## src/rtl/mfmd_pkg.sv

```systemverilog
`timescale 1ns / 1ps
`default_nettype none
// ----------------------------------------------------------------------------
// mfmd_pkg
// Shared widths, register indexes, pattern codes and types of the MFM decoder.
// ----------------------------------------------------------------------------
package mfmd_pkg;

   localparam int MAX_BUFFER_BYTES = 4096;

   localparam int BUF_BYTES_W = 13;
   localparam int CELL_W      = 16;
   localparam int INDEX_W     = 12;
   localparam int BYTE_W      = 8;
   localparam int BIT_CNT_W   = 3;
   localparam int BYTE_CNT_W  = $clog2(MAX_BUFFER_BYTES + 1);
   localparam int LIMIT_W     = (BUF_BYTES_W > BYTE_CNT_W) ? BUF_BYTES_W : BYTE_CNT_W;

   localparam int CSR_IDX_W  = 1;
   localparam int CSR_DATA_W = 16;

   localparam logic [BUF_BYTES_W-1:0] BUFFER_BYTES_RESET = BUF_BYTES_W'(512);
   localparam logic [CELL_W-1:0]      CELL_LIMIT_RESET   = CELL_W'(12500);

   typedef enum logic [CSR_IDX_W-1:0] {
      CSR_BUFFER_BYTES = 1'b0,
      CSR_CELL_LIMIT   = 1'b1
   } csr_index_type;

   // {previous cell, first cell of pair, second cell of pair}
   localparam logic [2:0] PAT_ZERO_A = 3'b010;
   localparam logic [2:0] PAT_ZERO_B = 3'b100;
   localparam logic [2:0] PAT_ONE_A  = 3'b001;
   localparam logic [2:0] PAT_ONE_B  = 3'b101;

   typedef struct packed {
      logic data;
      logic bad;
   } pair_decode_type;

   typedef struct packed {
      logic                  previous_cell;
      logic                  pair_first_cell;
      logic                  pair_phase;
      logic [BYTE_W-1:0]     byte_shift;
      logic [BIT_CNT_W-1:0]  bit_count;
      logic [BYTE_CNT_W-1:0] byte_count;
      logic [CELL_W-1:0]     cell_count;
      logic                  error_seen;
      logic                  finished;
   } dec_state_type;

   typedef struct packed {
      logic                cell_bit;
      logic                sector_start;
   } cell_item_type;

   typedef struct packed {
      logic [BYTE_W-1:0]  data_byte;
      logic [INDEX_W-1:0] byte_index;
      logic               encoding_error;
      logic               last;
   } byte_result_type;

   // handshake from decode to the input and output registers
   typedef struct packed {
      logic emit;
      logic advance;
   } dec_ctrl_type;

   function automatic pair_decode_type decode_pair(input logic [2:0] pattern);
      pair_decode_type res;
      res = '0;
      unique case (pattern) inside
         PAT_ZERO_A, PAT_ZERO_B: res.data = 1'b0;
         PAT_ONE_A, PAT_ONE_B:   res.data = 1'b1;
         default:                res.bad  = 1'b1;
      endcase
      return res;
   endfunction

endpackage
`default_nettype wire

```

## src/rtl/mfmd_decode.sv

```systemverilog
`timescale 1ns / 1ps
`default_nettype none
// ----------------------------------------------------------------------------
// mfmd_decode
// Sector decode state: pairs cells, maps patterns to data bits, packs bytes,
// and tracks the byte and cell limits.
// ----------------------------------------------------------------------------
module mfmd_decode
   import mfmd_pkg::*;
(
   input  wire logic                  clock,
   input  wire logic                  reset,
   input  wire logic                  item_valid,
   input  wire cell_item_type         item,
   input  wire logic                  out_free,
   input  wire logic [BYTE_CNT_W-1:0] byte_limit,
   input  wire logic [CELL_W-1:0]     cell_limit,
   output      dec_ctrl_type          ctrl,
   output      byte_result_type       result
);

   dec_state_type   state_ff, state_in;
   dec_state_type   cur;
   pair_decode_type pair;
   logic            taken;
   logic [BYTE_CNT_W-1:0] byte_count_nxt;

   always_comb begin
      // sector_start clears everything before this cell is looked at
      cur = item.sector_start ? '0 : state_ff;
      taken = !cur.finished && (cur.cell_count < cell_limit);
      pair  = decode_pair({cur.previous_cell, cur.pair_first_cell, item.cell_bit});
      byte_count_nxt = cur.byte_count + 1'b1;

      state_in  = cur;
      ctrl.emit = 1'b0;

      if (!cur.finished) begin
         if (!taken) begin
            state_in.finished = 1'b1;
         end else begin
            state_in.cell_count = cur.cell_count + 1'b1;
            if (!cur.pair_phase) begin
               state_in.pair_first_cell = item.cell_bit;
               state_in.pair_phase      = 1'b1;
            end else begin
               state_in.pair_phase    = 1'b0;
               state_in.previous_cell = item.cell_bit;
               state_in.error_seen    = cur.error_seen | pair.bad;
               state_in.byte_shift    = {cur.byte_shift[BYTE_W-2:0], pair.data};
               state_in.bit_count     = cur.bit_count + 1'b1;
               if (cur.bit_count == '1) begin
                  ctrl.emit           = 1'b1;
                  state_in.byte_count = byte_count_nxt;
                  state_in.byte_shift = '0;
                  if (byte_count_nxt >= byte_limit) begin
                     state_in.finished = 1'b1;
                  end
               end
            end
            if (state_in.cell_count >= cell_limit) begin
               state_in.finished = 1'b1;
            end
         end
      end

      // a beat with no byte never waits for the output register
      ctrl.advance = item_valid && (out_free || !ctrl.emit);

      result.data_byte      = {cur.byte_shift[BYTE_W-2:0], pair.data};
      result.byte_index     = INDEX_W'(cur.byte_count);
      result.encoding_error = cur.error_seen | pair.bad;
      result.last           = (byte_count_nxt >= byte_limit);
   end

   always_ff @(posedge clock) begin
      if (reset) begin
         state_ff <= '0;
      end else if (ctrl.advance) begin
         state_ff <= state_in;
      end
   end

endmodule
`default_nettype wire

```

## config.mk

```make
export PLATFORM = sky130hd
export DESIGN_NAME = mfmd_decode
export DESIGN_NICKNAME = d
export VERILOG_FILES = /design/src/rtl/mfmd_pkg.sv /design/src/rtl/mfmd_decode.sv
export SDC_FILE = /design/constraint.sdc
export NUM_CORES = 1
export LEC_CHECK = 0
export BUFFER_PORTS_ARGS = -buffer_cell sky130_fd_sc_hd__buf_2
export CORE_UTILIZATION = 50
export CTS_CLUSTER_DIAMETER = 150
export CTS_CLUSTER_SIZE = 14
export DETAILED_ROUTE_END_ITERATION = 6
export GPL_TIMING_DRIVEN = 0
export PLACE_DENSITY = 0.85
export SLEW_MARGIN = 20
export SYNTH_ARGS = -nofsm -noshare
export SYNTH_HDL_FRONTEND = slang
export SYNTH_SLANG_ARGS = --single-unit
```

## constraint.sdc

```tcl
create_clock -name clock -period 3.7 [get_ports clock]
set_clock_uncertainty 0.1 [all_clocks]
set_input_delay 0.185 -clock clock [delete_from_list [all_inputs] [get_ports clock]]
set_output_delay 0.185 -clock clock [all_outputs]
set_load 0.005 [all_outputs]
```

==> results.md <==
* Area grow syn2layout at 17.2%
* Crit path launch type: input port
* Max_cap viols at 0
* Gr usage total at 27.4%
* Die ar. at 0.00826 mm^2
* H-tree depth at 2
* Power Total at 0.00108 W
* Routed len/inst at 17.2 um
* Tmin final at 3640 ps
* CP endpoint kind: flop
* Die Wd at 90.9 um
* Starting density of the core at 51.4%
* CTS tree: built
* Routability cong. at 0.949
* Largest net degree at the start of global routing at 15
* Leak at 2.14 nW
* Peak Freq at 0.275 GHz
* Crit path max fanout at 10
* Flops & latches, synth at 44
* Post-synth EDFFs at 0
* Share of async-settable or async-resettable flops after synthesis at 0%
* CTS Buf Count at 5
* Max reg flops at 44
* Power per cell area at 232 mW/mm^2
* Final #Nets at 670
* CTS clk-pin slew, worst paths at 90 ps
* Type of the worst min-delay path: input port to flop
* # hold bufs at CTS at 0
* Initial antenna violation count at 0
* Max IR drop VDD at 0.000150 V
* Slew HR at 50.4%
* First-pass DRT Iterations at 7
* Syn Area/Cell at 7.64 um^2
* IO Port Bufs at 58
* Final Max Slew Viols at 0
* # DRC at 1
* Post-Syn Area at 0.00395 mm^2
* Fin crit share at 98.3%
* Synth top area share at 22.3%
* Synth area leaders: dfxtp_1 22%, ha_1 16%, nor2b_1 5.4%
* Biggest regs: state_ff (44)
* Vias in the first global route at 4045
* Hold path depth at 2
* Clock root buffer: clkbuf_8
* Post-route setup TNS at 0 ps
* Worst-margin pin slew at 737 ps
* Worst endpoint required time at 3820 ps
* Ratio of cells with drive above 1 in the final layout at 20.1%
* Die Height at 90.9 um
* Post-route insts no fill at 689
* Buffer levels on the longest clock path at 2
* Standard-cell rows at 32
* Commonest cells after routing, fill and taps aside: 59 x buf_2, 47 x ha_1, 44 x dfxtp_1, 41 x inv_1, 40 x nand2_1
* Clk sinks at 44
* Hold violation count in the final report at 0
* Post-route ant nets at 0
* Post-synthesis sequential area ratio at 22.3%
* Area leader, netlist: dfxtp_1
* Synth Instances at 517
* Yosys cell types at 66
* Critical path type: input port to flop
* First-pass GRT wire length at 18300 um
* Total grt overflow at 0
* Status: finished with violations
* DP HPWL at 8620 um
* Placed Cells incl. Taps at 677
* DRT iter0 DRCs at 570
* Clock Latency Late Sink at 310 ps
* Num ports at 59
* Placeable core area at 0.00769 mm^2
* Primary FF master, synth: dfxtp_1
* Antenna diode count at 0
* Critical path arrival at 3760 ps
* Biggest register: state_ff
* Commonest non-fill, non-tap cell in the layout: buf_2
* Final Util at 60.3%
* Endpoints failing setup at 0
* Synth warnings at 0
* Failing checks: design-rule violations
* Drt via density at 6.28
* Worst hold slack at 80.4 ps
* Final wirelength at 11800 um
* Net Count, Synth at 601
* Vias at 4325
* Reg2Reg Depth at 11
-- routing by layer --
layer / share of wire [%] / wire length (um) / vias up / GRT usage, %
met5: 0 / 0 / - / 0
met4: 3.7 / 435 / 0 / 13.1
met3: 9.9 / 1170 / 61 / 4.88
met2: 47 / 5550 / 292 / 46.8
met1: 39 / 4670 / 1976 / 33.1
li1: - / - / 1996 / -
-- stage by stage --
step | instance area [um^2] | setup slack, ps
floorplan | 3950 | 176
global placement | 4370 | -880
detailed placement | 4370 | -1010
CTS | 4530 | 26.2
global route | 4630 | -16.8
finish | 4630 | 61.7
-- cells in the mapped netlist, types with 4 or more instances --
library cell and n:
a22oi_1 6, nor4_1 6, inv_1 41, or3_1 6
ha_1 49, o211ai_1 6, nor2_1 42, nand2_1 40
nor2b_1 34, clkbuf_1 14, nand4_1 13, dfxtp_1 44
xor2_1 12, a22o_1 11, xnor2_1 13, nand3_1 20
nor3_1 10, a31oi_1 10, a21oi_1 37, and3_1 8
buf_4 4, o21ai_0 26
-- final timing paths --
path         slack [ps]                 startpoint                         to
min reg2reg         390  state_ff[32]$_SDFFE_PP0P_  state_ff[32]$_SDFFE_PP0P_
min                  80                    item[1]  state_ff[44]$_SDFFE_PP0P_
max                  60                    item[0]   state_ff[2]$_SDFFE_PP0P_
max reg2reg         240   state_ff[4]$_SDFFE_PP0P_   state_ff[0]$_SDFFE_PP0P_
-- where the power goes --
| group | switching [W] | internal [W] |
|---|---|---|
| Sequential | 0.00000779 | 0.000480 |
| Combinational | 0.000114 | 0.0000645 |
| Clock | 0.000189 | 0.000221 |
| Total | 0.000310 | 0.000766 |
-- cell type report --
class | count | area, um^2
buffer | 23 | 130
clock buffer | 6 | 82.6
clock inverter | 2 | 38.8
fill | 705 | 3060
inverter | 44 | 169
multi-input combinational | 406 | 2880
sequential | 44 | 881
tap | 102 | 128
timing repair buffer | 62 | 320
-- what timing repair did --
| action | CTS | global route |
|---|---|---|
| cloned | 0 | 0 |
| endpoints found under the hold margin | 0 | 0 |
| setup buffers | 0 | 4 |
| gates resized for setup | 13 | 18 |
| pin swaps | 0 | 2 |
| endpoints found under the setup margin | 44 | 30 |
-- kinds of logic after synthesis --
family	synth area share [%]
adder cells (fa/ha/maj)	15.5
XOR/XNOR	5.54
AND/OR/NAND/NOR	26.9
flip-flops	22.3
multiplexers	1.08
buffers and inverters	7.03
AO/OA/AOI/OAI	21.7
-- worst max-delay path: stages --
cell and delay [ps]:
buf_2 220, buf_4 260, clkinvlp_4 250, nand2_1 210, inv_1 60, ha_1 290, nand4_1 240, or2_2 400
a211o_1 310, nand4_1 260, clkbuf_4 320, buf_2 290, a21oi_1 150, a311oi_1 290
(Power assumes the default switching activity.)
