$ cat config.mk
export PLATFORM = sky130hd
export DESIGN_NAME = mfmd_out_stage
export DESIGN_NICKNAME = d
export VERILOG_FILES = /design/src/rtl/mfmd_pkg.sv /design/src/rtl/mfmd_out_stage.sv
export SDC_FILE = /design/constraint.sdc
export NUM_CORES = 1
export LEC_CHECK = 0
export ABC_AREA = 1
export BUFFER_PORTS_ARGS = -buffer_cell sky130_fd_sc_hd__buf_2
export CAP_MARGIN = 40
export CELL_PAD_IN_SITES_DETAIL_PLACEMENT = 1
export CELL_PAD_IN_SITES_GLOBAL_PLACEMENT = 2
export CORE_ASPECT_RATIO = 1.5
export CORE_MARGIN = 2
export CORE_UTILIZATION = 22
export CTS_CLUSTER_SIZE = 20
export DETAILED_ROUTE_END_ITERATION = 6
export GPL_ROUTABILITY_DRIVEN = 0
export PLACE_DENSITY = 0.73
export SYNTH_ARGS = -nofsm -noshare
export SYNTH_HDL_FRONTEND = slang
export SYNTH_SLANG_ARGS = --single-unit
$ cat constraint.sdc
create_clock -name clock -period 1 [get_ports clock]
set_input_delay 0.1 -clock clock [delete_from_list [all_inputs] [get_ports clock]]
set_output_delay 0.1 -clock clock [all_outputs]
set_load 0.02 [all_outputs]
$ cat src/rtl/mfmd_pkg.sv
`timescale 1ns / 1ps
`default_nettype none
// ----------------------------------------------------------------------------
// mfmd_pkg
// Shared widths, register indexes, pattern codes and types of the MFM decoder.
// ----------------------------------------------------------------------------
package mfmd_pkg;

   localparam int MAX_BUFFER_BYTES = 4096;

   localparam int BUF_BYTES_W = 13;
   localparam int CELL_W      = 16;
   localparam int INDEX_W     = 12;
   localparam int BYTE_W      = 8;
   localparam int BIT_CNT_W   = 3;
   localparam int BYTE_CNT_W  = $clog2(MAX_BUFFER_BYTES + 1);
   localparam int LIMIT_W     = (BUF_BYTES_W > BYTE_CNT_W) ? BUF_BYTES_W : BYTE_CNT_W;

   localparam int CSR_IDX_W  = 1;
   localparam int CSR_DATA_W = 16;

   localparam logic [BUF_BYTES_W-1:0] BUFFER_BYTES_RESET = BUF_BYTES_W'(512);
   localparam logic [CELL_W-1:0]      CELL_LIMIT_RESET   = CELL_W'(12500);

   typedef enum logic [CSR_IDX_W-1:0] {
      CSR_BUFFER_BYTES = 1'b0,
      CSR_CELL_LIMIT   = 1'b1
   } csr_index_type;

   // {previous cell, first cell of pair, second cell of pair}
   localparam logic [2:0] PAT_ZERO_A = 3'b010;
   localparam logic [2:0] PAT_ZERO_B = 3'b100;
   localparam logic [2:0] PAT_ONE_A  = 3'b001;
   localparam logic [2:0] PAT_ONE_B  = 3'b101;

   typedef struct packed {
      logic data;
      logic bad;
   } pair_decode_type;

   typedef struct packed {
      logic                  previous_cell;
      logic                  pair_first_cell;
      logic                  pair_phase;
      logic [BYTE_W-1:0]     byte_shift;
      logic [BIT_CNT_W-1:0]  bit_count;
      logic [BYTE_CNT_W-1:0] byte_count;
      logic [CELL_W-1:0]     cell_count;
      logic                  error_seen;
      logic                  finished;
   } dec_state_type;

   typedef struct packed {
      logic                cell_bit;
      logic                sector_start;
   } cell_item_type;

   typedef struct packed {
      logic [BYTE_W-1:0]  data_byte;
      logic [INDEX_W-1:0] byte_index;
      logic               encoding_error;
      logic               last;
   } byte_result_type;

   // handshake from decode to the input and output registers
   typedef struct packed {
      logic emit;
      logic advance;
   } dec_ctrl_type;

   function automatic pair_decode_type decode_pair(input logic [2:0] pattern);
      pair_decode_type res;
      res = '0;
      unique case (pattern) inside
         PAT_ZERO_A, PAT_ZERO_B: res.data = 1'b0;
         PAT_ONE_A, PAT_ONE_B:   res.data = 1'b1;
         default:                res.bad  = 1'b1;
      endcase
      return res;
   endfunction

endpackage
`default_nettype wire

$ cat src/rtl/mfmd_out_stage.sv
`timescale 1ns / 1ps
`default_nettype none
// ----------------------------------------------------------------------------
// mfmd_out_stage
// Output register: holds one decoded byte until the receiver takes the beat.
// ----------------------------------------------------------------------------
module mfmd_out_stage
   import mfmd_pkg::*;
(
   input  wire logic            clock,
   input  wire logic            reset,
   input  wire dec_ctrl_type    ctrl,
   input  wire byte_result_type result,
   output      logic            out_free,
   output      logic            out_valid,
   input  wire logic            out_ready,
   output      byte_result_type out_result
);

   logic            valid_ff, valid_in;
   byte_result_type result_ff, result_in;
   logic            load;

   always_comb begin
      out_free  = !valid_ff || out_ready;
      load      = ctrl.advance && ctrl.emit;
      valid_in  = valid_ff && !out_ready;
      result_in = result_ff;
      if (load) begin
         valid_in  = 1'b1;
         result_in = result;
      end
   end

   always_ff @(posedge clock) begin
      if (reset) begin
         valid_ff <= 1'b0;
      end else begin
         valid_ff <= valid_in;
      end
      result_ff <= result_in;
   end

   assign out_valid  = valid_ff;
   assign out_result = result_ff;

endmodule
`default_nettype wire

==> flow_summary.ini, run 1 <==
[outcome]
status = completed

[min_path]
min_to = out_result[21]
hold_path_depth = 1
min-delay-start = result[21]
holdCritPathClass = in2reg

[sta]
fmax_ghz = 1.060
worstMarginPinSlew_ns = 0.1187
finClkSkew_ns = 0
whs_ns = 0.01571
finalMaxSlewViolations = 0
relSlewSlack_pct = 92.09
min_period_over_period_pct = 94.32
period_minus_slack_ns = 0.9432
fin_tns_setup_ns = 0
final_hold_viol_count = 0
rsz0062_at_grt = false
setup_viol = 0

[die]
pin_count = 51
start_util_pct = 22.83
die-area_mm2 = 0.003692
core_mm2 = 0.003097
std_cell_rows = 25
die_y_um = 73.43
die_w_um = 50.29

[worst_setup_path]
rrSetupSlack_ns = 0.41
crit_path_start_kind = register
cpPeakStageDelay_ns = 0.36
rr_endpoint = out_valid
worstPathArrival_ns = 0.84
path_delay_family = flip-flops
worstRegToRegCells = 2
worst-setup-path-type = reg2out
cp_num_buf_inv = 1
rr_startpoint = out_valid
required_ns = 0.90
end_kind = output pin
slowest_stage = dfxtp_1
crit_chain = nand2_2 -> buf_2
cp_max_fo = 2

[logic_synthesis]
synthesis.nets = 55
synth.area.top_cells = edfxtp_1 (93%), dfxtp_1 (2.8%), a21oi_2 (1.2%), inv_1 (1.1%), nand2_2 (0.88%)
synth.distinct_cells = 6
synth_compound_area_share_pct = 1.239
synth.largest_area_cell = edfxtp_1
synth_fa_ha_area_share_pct = 0
synth_top_family_by_area = simple AND/OR/NAND/NOR gates
netlist_area_um2 = 706.9
yosysTopAreaCellShare_pct = 93.45
yosys.area_share.simple_pct = 1.416
ys_seq_area_share_pct = 96.28
avgSynthCellArea_um2 = 25.25
muxShareOfSynthArea_pct = 0
synth_xor_area_share_pct = 0
yosys_warnings = 0
ys_ff_latch = 23
syn_inst = 28

[routing]
first_pass_iters = 2
highest_layer = met4
wl_per_cell_um = 10.57
drt-met1-wl_um = 381
wl_met2_um = 790
detail-route-antenna-nets = 0
drc = 0
routed_wl_um = 1311
wl_met3_um = 126
vias = 452
viasPerCell = 3.645
drtIter0Drc = 5

[global_routing]
antenna_found_initial = 0
grtUsageTotal_pct = 7.245
grt_pass1_vias = 460
grt_max_degree = 23
grt-ovfl-total = 0
grt_pass1_wl_um = 1890

[final_layout]
areaGrowthSynthToFinish_pct = 53.27
layout-drive-gt1-share_pct = 67.86
antenna_cells = 0
nets = 112

[clock_tree]
path_clk_slew_ns = 0.07
cts_tree = yes
clk_latency_ns = 0.25
clockBufferDepth = 2
cts_max_level = 1
clock-root-buffer = clkbuf_8
clock_sinks = 23
cts_made_buffers = 3

[power]
p_switching_mw = 0.4078
comb_power_share_pct = 11.8
ir_drop_mv = 0.5817
p_clk_share_pct = 28.3
p_leak_nw = 0.4679
sw_frac_of_total_pct = 21.49
p_per_area_mw_per_mm2 = 1752
p_int_mw = 1.490
seqPwrFrac_pct = 59.9

[placed_design]
dp_hpwl_um = 1094
numPortBuffers = 50

[job]
cap_violations = 0
==> stage by stage <==
step                      util [%]  power, mW  std cells  setup slack, ns  area [um^2]
after floorplan                  -      1.267         28         0.006759        706.9
after global placement       33.17      1.380        119           0.1849         1027
after detailed placement     33.17      1.386        119           0.1625         1027
after CTS                    34.99      1.928        124          0.04349         1084
after global routing         34.99      1.968        124         0.002285         1084
final                        34.99      1.898        124          0.05684         1084
==> synthesized netlist by cell type, drive strengths merged <==
| cell | instances |
|---|---|
| nand2 | 2 |
| dfxtp | 1 |
| inv | 2 |
| a21oi | 1 |
| edfxtp | 22 |
==> cells by family (layout without fill, tap and decap cells) <==
group / after synthesis / count (layout)
AO/OA/AOI/OAI: 1 / 1
flip-flops: 23 / 23
AND/OR/NAND/NOR: 2 / 2
buffers and inverters: 2 / 58
==> worst register-to-register path, cell delays in order (launching register included) <==
cell and delay [ns]:
dfxtp_1 0.36, nand2_2 0.07, a21oi_2 0.10
==> final cells by class <==
type | count | area [um^2]
fillers | 357 | 2013
flip-flops and latches | 23 | 680.7
repair buffers | 52 | 280.3
well taps | 40 | 50.05
clock buffers | 3 | 41.29
multi-input cells | 3 | 18.77
inverters | 2 | 7.507
clock inverters | 1 | 5.005
==> worst max-delay path by stage <==
stage | slack [ns] | end | cells after the start | start
3_5_place_dp | 0.16 | out_result[20] | 4 | ctrl[0]
6_report | 0.06 | out_free | 2 | out_valid
4_1_cts | 0.04 | out_free | 2 | out_valid
5_1_grt | 0.002 | out_free | 2 | out_valid
3_3_place_gp | 0.18 | out_result[20] | 4 | ctrl[0]
2_1_floorplan | 0.007 | out_result[0] | 2 | ctrl[0]
==> per-layer routing <==
metal | up-vias | global-route usage [%]
li1 | 217 | -
met1 | 208 | 5.312
met2 | 25 | 14.62
met3 | 2 | 2.642
met4 | 0 | 4.630
met5 | - | 0
==> power by group through the flow <==
stage	Clock [mW]	Combinational [mW]	Sequential [mW]
4_1_cts	0.561	0.230	1.14
3_5_place_dp	0	0.227	1.16
3_3_place_gp	0	0.221	1.16
2_1_floorplan	0	0.0200	1.25
5_1_grt	0.585	0.241	1.14
6_report	0.536	0.225	1.14
==> cells in the final DEF, fill, tap and decap left out <==
cell	Yosys	routed
dfxtp_1	1	1
clkbuf_8	0	3
buf_2	0	50
inv_1	2	2
a21oi_2	1	1
clkinv_2	0	1
dlygate4sd3_1	0	1
buf_12	0	1
nand2_2	1	1
edfxtp_1	22	22
nand2_1	1	1
==> sequential cells by signal, indices dropped and copies added, names as in the netlist <==
name	count
out_result	22
out_valid	1
==> what timing repair did <==
action | in CTS | in global routing
gates resized for setup | 0 | 0
setup buffers | 0 | 0
endpoints found under the hold margin | 1 | 0
endpoints found under the setup margin | 0 | 0
hold buffers | 1 | 0
Note: power is estimated with default switching activity, not from simulation.
==> run 2: changes to the inputs <==
==> constraint.sdc (replaced) <==
create_clock -name clock -period 1 [get_ports clock]
set_input_delay 0.15 -clock clock [delete_from_list [all_inputs] [get_ports clock]]
set_output_delay 0.15 -clock clock [all_outputs]
set_load 0.02 [all_outputs]
==> flow_summary.ini, run 2 (synthesis results as in run 1) <==
[die]
core_mm2 = 0.003097
std_cell_rows = 25
start_util_pct = 22.83
die-area_mm2 = 0.003692
die_w_um = 50.29
pin_count = 51
die_y_um = 73.43

[power]
p_switching_mw = 0.4113
sw_frac_of_total_pct = 21.58
p_int_mw = 1.495
p_per_area_mw_per_mm2 = 1770
p_leak_nw = 0.4536
seqPwrFrac_pct = 59.7
ir_drop_mv = 0.5697
p_clk_share_pct = 28.5
power_mw = 1.906
comb_power_share_pct = 11.8

[sta]
fin_tns_setup_ns = 0
rsz0062_at_grt = false
whs_ns = 0.04180
final_hold_viol_count = 0
finClkSkew_ns = 0
worstMarginPinSlew_ns = 0.1543
min_period_over_period_pct = 96.17
period_minus_slack_ns = 0.9617
relSlewSlack_pct = 89.69
setup_ws_ns = 0.03829
setup_viol = 0
fmax_ghz = 1.040
finalMaxSlewViolations = 0

[placed_design]
dp_hpwl_um = 1128
pre_cts_slack_ns = 0.07009
numPortBuffers = 50

[final_layout]
areaGrowthSynthToFinish_pct = 52.39
layout-drive-gt1-share_pct = 69.88
final_cell_mix = buf_2 (50), edfxtp_1 (22), clkbuf_8 (3)
fillers = 351
nets = 111
fin_util_pct = 34.79
antenna_cells = 0
largest_register_ffs = 22
layout_commonest_cell = buf_2

[clock_tree]
clock_sinks = 23
path_clk_slew_ns = 0.07
clock-root-buffer = clkbuf_8
cts_tree = yes
holdBufCountCts = 0
clk_latency_ns = 0.25
clockBufferDepth = 2
cts_made_buffers = 3
cts_max_level = 1

[global_routing]
grt_pass1_wl_um = 1890
grtUsageTotal_pct = 7.241
antenna_found_initial = 0
grt_max_degree = 23
grt_pass1_vias = 455
grt-ovfl-total = 0

[routing]
vias = 453
wl_per_cell_um = 11.31
highest_layer = met4
wl_met3_um = 107
drtIter0Drc = 4
detail-route-antenna-nets = 0
first_pass_iters = 2
drt-met1-wl_um = 428
viasPerCell = 3.683
drc = 0
wl_met2_um = 842
routed_wl_um = 1391

[worst_setup_path]
crit_chain = nand2_2 -> buf_2
rr_endpoint = out_valid
rrSetupSlack_ns = 0.42
worst-setup-path-type = reg2out
required_ns = 0.85
end_kind = output pin
worstPathArrival_ns = 0.81
rr_startpoint = out_valid
slowest_stage = dfxtp_2
crit_path_start_kind = register
cp_max_fo = 2
cpPeakStageDelay_ns = 0.33
worstRegToRegCells = 2

[min_path]
holdCritPathClass = in2reg
hold_path_depth = 2
min_to = out_valid
min-delay-start = reset

[outcome]
status = completed

[job]
cap_violations = 0
-- run 2: cell type report --
cell class	instances	area, um^2	area share [%]
clock buffer	4	45.04	4.181
inverter	2	11.26	1.045
multi-input combinational	3	18.77	1.742
sequential	23	681.9	63.30
tap	40	50.05	4.646
timing repair buffer	51	270.3	25.09
-- run 2: layer usage --
layer / track usage [%] / vias up
li1: - / 215
met1: 6.499 / 212
met2: 13.74 / 24
met3: 2.033 / 2
met4: 4.630 / 0
met5: 0 / -
-- run 2: worst max path at each step --
stage	from	endpoint	slack (ns)	cells past startpoint
2_1_floorplan	ctrl[0]	out_result[0]	0.05	2
3_3_place_gp	ctrl[0]	out_result[1]	0.09	4
3_5_place_dp	ctrl[0]	out_result[1]	0.07	4
4_1_cts	out_valid	out_free	0.01	2
5_1_grt	out_valid	out_free	0.004	2
6_report	out_valid	out_free	0.04	2
-- run 2: what timing repair did --
| action | 4_1_cts | 5_1_grt |
|---|---|---|
| resized for setup | 0 | 1 |
| buffers inserted | 0 | 0 |
| endpoints found under the setup margin | 0 | 1 |
-- run 2: power groups by stage --
stage / clock network, mW / registers, mW / logic (mW)
after global placement: 0 / 1.16 / 0.224
after CTS: 0.566 / 1.14 / 0.229
after global routing: 0.604 / 1.14 / 0.239
final: 0.544 / 1.14 / 0.224
after floorplan: 0 / 1.25 / 0.0217
after detailed placement: 0 / 1.16 / 0.229
-- run 2: worst max-delay path, delay by kind of cell (launching register included) --
family,cells,cell delay [ns]
DFF,1,0.33
buffers and inverters,1,0.16
and+or+nand+nor,1,0.07
-- run 2: metrics by stage --
step	cell area, um^2	std cells
2_1_floorplan	710.7	28
3_3_place_gp	1031	119
3_5_place_dp	1031	119
4_1_cts	1076	123
5_1_grt	1077	123
6_report	1077	123
